[config.mk]
export PLATFORM = sky130hd
export DESIGN_NAME = sorted_priority_queue
export DESIGN_NICKNAME = d
export VERILOG_FILES = /design/src/rtl/core/spq_pkg.sv /design/src/rtl/core/spq_cell.sv /design/src/rtl/core/sorted_priority_queue.sv
export SDC_FILE = /design/constraint.sdc
export NUM_CORES = 2
export LEC_CHECK = 0
export BUFFER_PORTS_ARGS = -buffer_cell sky130_fd_sc_hd__buf_2
export CORE_ASPECT_RATIO = 0.9
export CORE_UTILIZATION = 37
export CTS_BUF_LIST = sky130_fd_sc_hd__clkbuf_16
export DETAILED_ROUTE_END_ITERATION = 16
export PLACE_DENSITY = 0.56
export SLEW_MARGIN = 10
export SYNTH_ARGS = -nofsm -noshare
export SYNTH_HDL_FRONTEND = slang
export SYNTH_SLANG_ARGS = --single-unit
[constraint.sdc]
create_clock -name i_clk -period 11.8 [get_ports i_clk]
set_clock_uncertainty 0.2 [all_clocks]
set_input_delay 0.59 -clock i_clk [delete_from_list [all_inputs] [get_ports i_clk]]
set_output_delay 0.59 -clock i_clk [all_outputs]
set_load 0.01 [all_outputs]
[src/rtl/core/spq_pkg.sv]
// Shared types and constants for the sorted priority queue.
// Used by spq_cell and sorted_priority_queue; depends on nothing else.
package spq_pkg;

    // Number of entries the queue can hold.
    localparam int SPQ_CAPACITY = 16;
    // Width of the stored-entry counter, wide enough to hold the capacity itself.
    localparam int SPQ_CNT_W    = $clog2(SPQ_CAPACITY + 1);

    localparam int ITEM_W = 32;
    localparam int PRIO_W = 16;
    localparam int OCC_W  = 5;

    typedef enum logic [0:0] {
        REQ_INSERT = 1'b0,
        REQ_REMOVE = 1'b1
    } t_req_kind;

    typedef enum logic [1:0] {
        ST_DONE  = 2'd0,
        ST_FULL  = 2'd1,
        ST_EMPTY = 2'd2
    } t_status;

    // One stored entry.
    typedef struct packed {
        logic [ITEM_W-1:0] item;
        logic [PRIO_W-1:0] prio;
    } t_entry;

    // Request payload.
    typedef struct packed {
        t_req_kind         req_type;
        logic [ITEM_W-1:0] new_item;
        logic [PRIO_W-1:0] new_priority;
    } t_req;

    // Result payload.
    typedef struct packed {
        logic [ITEM_W-1:0] out_item;
        logic [PRIO_W-1:0] out_priority;
        t_status           status;
        logic [OCC_W-1:0]  occupancy;
    } t_rsp;

    // Command broadcast to every cell of the chain.
    typedef struct packed {
        logic   ins;
        logic   rem;
        t_entry new_entry;
    } t_cell_cmd;

endpackage

[src/rtl/core/spq_cell.sv]
// One slot of the sorted priority queue chain.
// Depends on spq_pkg; instantiated in a row by sorted_priority_queue.
module spq_cell import spq_pkg::*; (
    input  logic      i_clk,
    input  logic      i_rst_n,
    input  t_cell_cmd i_cmd,
    input  t_entry    i_prev_entry,
    input  logic      i_prev_valid,
    input  logic      i_prev_keep,
    input  t_entry    i_next_entry,
    input  logic      i_next_valid,
    output t_entry    o_entry,
    output logic      o_valid,
    output logic      o_keep
);

    t_entry r_entry;
    logic   r_valid;
    t_entry n_entry;
    logic   n_valid;

    // This slot stays put on insert when it holds an entry of equal or higher priority.
    assign o_keep  = r_valid && (r_entry.prio >= i_cmd.new_entry.prio);
    assign o_entry = r_entry;
    assign o_valid = r_valid;

    // Next contents: hold, take the new entry, shift back from the
    // previous slot, or shift forward from the next slot.
    always_comb begin
        n_entry = r_entry;
        n_valid = r_valid;
        if (i_cmd.ins) begin
            if (o_keep) begin
                n_entry = r_entry;
                n_valid = r_valid;
            end else if (i_prev_keep) begin
                n_entry = i_cmd.new_entry;
                n_valid = 1'b1;
            end else begin
                n_entry = i_prev_entry;
                n_valid = i_prev_valid;
            end
        end else if (i_cmd.rem) begin
            n_entry = i_next_entry;
            n_valid = i_next_valid;
        end
    end

    // Entry data needs no reset; the valid flag does.
    always_ff @(posedge i_clk) begin
        r_entry <= n_entry;
        if (!i_rst_n) begin
            r_valid <= 1'b0;
        end else begin
            r_valid <= n_valid;
        end
    end

endmodule

[src/rtl/core/sorted_priority_queue.sv]
// Top level of the sorted priority queue: a chain of spq_cell slots plus control.
// Depends on spq_pkg and spq_cell.
//
// Bounded max-priority queue of SPQ_CAPACITY entries held in a row of cells that
// is always sorted, highest priority at the front. On each request (insert or remove)
// every cell decides in parallel whether to hold, take the new entry, or shift from
// a neighbor, so a new request can be accepted every clock unless the input is stalled.
// Each request yields one result, held in an output register; the input is
// stalled only while that register is full and the output side stalls. Equal
// priorities leave in arrival order. An insert into a full queue returns status
// full, a remove from an empty queue returns status empty; neither changes the
// queue. No clearing pass is needed after reset.
module sorted_priority_queue import spq_pkg::*; (
    input  logic i_clk,
    input  logic i_rst_n,
    input  logic i_valid,
    output logic o_stall,
    input  t_req i_req,
    output logic o_valid,
    input  logic i_stall,
    output t_rsp o_rsp
);

    logic [SPQ_CNT_W-1:0]    r_count;
    logic [SPQ_CNT_W-1:0]    n_count;
    logic                    r_out_valid;
    t_rsp                    r_rsp;
    t_rsp                    n_rsp;
    logic                    accept;
    logic                    is_full;
    logic                    is_empty;
    t_cell_cmd               cmd;
    t_entry                  w_entry [SPQ_CAPACITY];
    logic [SPQ_CAPACITY-1:0] w_valid;
    logic [SPQ_CAPACITY-1:0] w_keep;

    // A transfer in is taken whenever the result register is free or draining.
    assign o_stall  = r_out_valid && i_stall;
    assign accept   = i_valid && !o_stall;
    assign is_full  = (r_count == SPQ_CNT_W'(SPQ_CAPACITY));
    assign is_empty = (r_count == '0);

    // Command shared by all cells.
    always_comb begin
        cmd.ins            = accept && (i_req.req_type == REQ_INSERT) && !is_full;
        cmd.rem            = accept && (i_req.req_type == REQ_REMOVE) && !is_empty;
        cmd.new_entry.item = i_req.new_item;
        cmd.new_entry.prio = i_req.new_priority;
    end

    // The chain of slots; the front slot sees an always-keeping neighbor ahead.
    for (genvar g = 0; g < SPQ_CAPACITY; g++) begin : g_cell
        t_entry prev_entry;
        logic   prev_valid;
        logic   prev_keep;
        t_entry next_entry;
        logic   next_valid;

        if (g == 0) begin : g_front
            assign prev_entry = '0;
            assign prev_valid = 1'b0;
            assign prev_keep  = 1'b1;
        end else begin : g_mid
            assign prev_entry = w_entry[g-1];
            assign prev_valid = w_valid[g-1];
            assign prev_keep  = w_keep[g-1];
        end

        if (g == SPQ_CAPACITY - 1) begin : g_back
            assign next_entry = '0;
            assign next_valid = 1'b0;
        end else begin : g_inner
            assign next_entry = w_entry[g+1];
            assign next_valid = w_valid[g+1];
        end

        spq_cell u_cell (
            .i_clk        (i_clk),
            .i_rst_n      (i_rst_n),
            .i_cmd        (cmd),
            .i_prev_entry (prev_entry),
            .i_prev_valid (prev_valid),
            .i_prev_keep  (prev_keep),
            .i_next_entry (next_entry),
            .i_next_valid (next_valid),
            .o_entry      (w_entry[g]),
            .o_valid      (w_valid[g]),
            .o_keep       (w_keep[g])
        );
    end

    // Next count and the result of the accepted request.
    always_comb begin
        n_count = r_count;
        if (cmd.ins) begin
            n_count = r_count + SPQ_CNT_W'(1);
        end else if (cmd.rem) begin
            n_count = r_count - SPQ_CNT_W'(1);
        end

        n_rsp              = '0;
        n_rsp.status       = ST_DONE;
        n_rsp.occupancy    = OCC_W'(n_count);
        if (i_req.req_type == REQ_INSERT) begin
            if (is_full) begin
                n_rsp.status = ST_FULL;
            end
        end else begin
            if (is_empty) begin
                n_rsp.status = ST_EMPTY;
            end else begin
                n_rsp.out_item     = w_entry[0].item;
                n_rsp.out_priority = w_entry[0].prio;
            end
        end
    end

    // Counter and output register.
    always_ff @(posedge i_clk) begin
        if (accept) begin
            r_rsp <= n_rsp;
        end
        if (!i_rst_n) begin
            r_count     <= '0;
            r_out_valid <= 1'b0;
        end else begin
            r_count <= n_count;
            if (accept) begin
                r_out_valid <= 1'b1;
            end else if (!i_stall) begin
                r_out_valid <= 1'b0;
            end
        end
    end

    assign o_valid = r_out_valid;
    assign o_rsp   = r_rsp;

    // The counter tracks exactly the occupied slots.
    a_count_matches_cells: assert property (@(posedge i_clk) disable iff (!i_rst_n)
        r_count == SPQ_CNT_W'($countones(w_valid)))
        else $error("stored count disagrees with occupied slots");

    // The counter never passes the capacity.
    a_count_bound: assert property (@(posedge i_clk) disable iff (!i_rst_n)
        r_count <= SPQ_CNT_W'(SPQ_CAPACITY))
        else $error("stored count beyond capacity");

    // The front of the chain is ordered by priority.
    a_front_sorted: assert property (@(posedge i_clk) disable iff (!i_rst_n)
        w_valid[1] |-> (w_valid[0] && (w_entry[0].prio >= w_entry[1].prio)))
        else $error("front slots out of priority order");

endmodule

==> out/qor.csv <==
metric,value,unit
run status,"complete, no violations",
Rows,123,
largest net degree at the start of global routing,254,
post-synthesis xor/xnor area fraction,0.0558,%
Initial Util,37.5,%
Seq cells post-synth,845,
DIE AREA,129000,um^2
Die Y,340,um
nature of the critical path endpoint,flop,
Post-Syn Instances,4314,
total power,8360,uW
post-place instance area,49200,um^2
multiplexer area fraction after synthesis,14.3,%
Sum Neg Setup Slack,0,ns
Final setup viols,0,
Core Area,126000,um^2
clock-pin slew on the worst setup and hold paths,0.06,ns
CTS sink count,845,
Layout area overhead,11.1,%
DPL Wire Length,78300,um
Post-Syn Area,47100,um^2
P_leak,0.0224,uW
Post-DRT Antenna Nets,0,
RSZ-0062 raised after global routing,no,
PD cells,160,nW/um^2
critical path class,primary input to flop,
Vias,33200,
CTS Buf Count,100,
Max Cap Viol,0,
Syn Area/Cell,10.9,um^2
clock root buffer,clkbuf_16,
"Async S/R FF share, synth",0,%
Worst-Margin Slew,1.20,ns
Max Transition Viols Final,0,
compound-cell area share of the yosys netlist,12.1,%
slew margin rel.,17.9,%
CP Max Fanout,48,
I/O Buffers,109,
vias in the first global route,32000,
ratio of cells with drive above 1 in the final layout,8.34,%
Nets,4581,
CTS Buffer Depth,3,
nature of the critical path startpoint,primary input,
Synth Warn #,0,
"Top FF cell, synth",edfxtp_1,
post-synth cell types,58,
simple-gate share of the synthesized area,9.96,%
mean number of vias per cell,5.50,
Max VDD drop,0.118,mV
Placer Congestion,0.827,
Tcrit/Tclk final,47.5,%
"Seq/Total Area, Yosys",53.4,%
final-report hold violation count,0,
# IOs,110,
Worst Path Arrival,5.70,ns
Die Wd,378,um
syn nets,4625,
GRT overflow,0,
overall routing resource usage,20.0,%
DRC,0,
clock latency on the worst-skew pair,0.70,ns
"Req. time, crit path",11.89,ns
fin crit period,5.61,ns
H-tree Lvls,3,
Max Fclk,0.178,GHz
DR iter-0 viols,2719,
routed length per placed instance,21.6,um
Worst Hold Class,primary input to flop,
# Post-CTS Setup Buffers,0,
r2r setup slk,6.20,ns
final instance area,52400,um^2
CTS tree,done,
1st-pass router iterations,6,
Post-synth EDFFs,823,
total wire length,131000,um
antenna violations before repair,10,
first-pass GRT wire length,198000,um
Synth Area in Adders,6.85,%
largest family of logic cells by synthesized area,multiplexers,
cell usage after synthesis, drive strengths merged (15+ instances only):
| library cell | n | area share, % |
|---|---|---|
| inv | 45 | 0.36 |
| o21ai | 147 | 1.6 |
| nor3 | 17 | 0.18 |
| or4 | 17 | 0.27 |
| dfxtp | 22 | 0.94 |
| nand2b | 15 | 0.20 |
| mux2i | 672 | 14 |
| a31oi | 53 | 0.74 |
| a21oi | 714 | 7.6 |
| o21a | 32 | 0.51 |
| nor2 | 703 | 5.6 |
| clkbuf | 191 | 1.5 |
| and2 | 55 | 0.73 |
| nand2 | 257 | 2.0 |
| buf | 129 | 1.5 |
| edfxtp | 823 | 52 |
| nand4 | 30 | 0.40 |
| ha | 258 | 6.9 |
| nand3 | 21 | 0.22 |
cell usage in the layout, fill, tap and decap left out, types with 7 or more instances in the layout:
master and instances:
edfxtp_1 823, a21oi_1 714, nor2_1 703, mux2i_1 672, ha_1 258, nand2_1 243
o21ai_0 132, buf_2 109, clkbuf_16 101, inv_1 63, buf_4 60, and2_1 54
a31oi_1 51, nand4_1 30, o21a_1 29, clkinv_1 27, clkinv_2 25, dfxtp_1 22
nand3_1 21, nor3_1 17, or4_1 17, nand2b_1 15, a2111oi_0 12, nand2_4 12
a21o_1 11, a221oi_1 9, o21ai_1 9, o31ai_4 8, a221o_1 7
sequential cells by signal, indices dropped and copies added (netlist names):
name,cells
g_cell.u_cell.o_entry,768
o_rsp,55
g_cell.u_cell.o_valid,16
r_count,5
o_valid,1
kinds of logic after synthesis:
family	count (synthesis)
XOR/XNOR	3
buffers and inverters	365
adder cells (fa/ha/maj)	258
flip-flops	845
AO/OA/AOI/OAI	1036
multiplexers	672
AND/OR/NAND/NOR	1135
path summary, 6_finish.rpt:
kind	startpoint	endpoint	cells past startpoint
worst max register to register	g_cell[1].u_cell.o_entry[0]	g_cell[1].u_cell.o_entry[17]	9
worst min register to register	g_cell[15].u_cell.o_entry[18]	g_cell[14].u_cell.o_entry[18]	2
worst max-delay path	i_req[0]	g_cell[1].u_cell.o_entry[17]	9
worst min-delay path	i_stall	o_valid	3
stage by stage:
step / hold slack (ns) / instances / setup WS (ns) / util [%]
global route: 0.0966 / 6040 / 6.05 / 41.7
finish: 0.0861 / 6041 / 6.19 / 41.7
global placement: 0.300 / 5853 / 5.56 / 39.2
floorplan: 0.254 / 4314 / 1.66 / -
detailed placement: 0.312 / 5853 / 5.59 / 39.2
CTS: 0.0379 / 6040 / 6.30 / 41.7
area by class of cell:
class,count,area (um^2)
fillers,12200,73200
multi-input cells,3104,20700
clock inverters,84,613
flip-flops and latches,845,25200
inverters,45,169
diodes,1,2.50
repair buffers,174,1080
well taps,1687,2110
clock buffers,101,2530
what timing repair did:
| item | in CTS | in global routing |
|---|---|---|
| hold buffers | 2 | 0 |
| resized for setup | 0 | 0 |
| endpoints found under the hold margin | 2 | 0 |
critical path, cell delays in order:
cell and delay [ns]:
buf_2 0.50, ha_1 0.33, nand2b_1 0.14, a2111oi_0 1.04, o32ai_1 0.34, o21ai_4 0.89
buf_4 0.79, nand2_1 0.20, nand2_4 0.81
layer usage:
layer	wire length [um]	up-vias	part of all wire (%)	GRT usage (%)
met1	64000	16400	49	30.0
met2	55000	820	42	29.1
met4	3450	10	2.6	5.95
met5	70	-	0.054	0
li1	-	15900	-	-
met3	8170	168	6.3	3.59
where the power goes:
part / internal (uW) / switching [uW] / leakage [uW]
Combinational: 483 / 916 / 0.0129
Sequential: 3770 / 194 / 0.00792
Clock: 1690 / 1310 / 0.00162
Total: 5930 / 2420 / 0.0224
(Power assumes the default switching activity.)
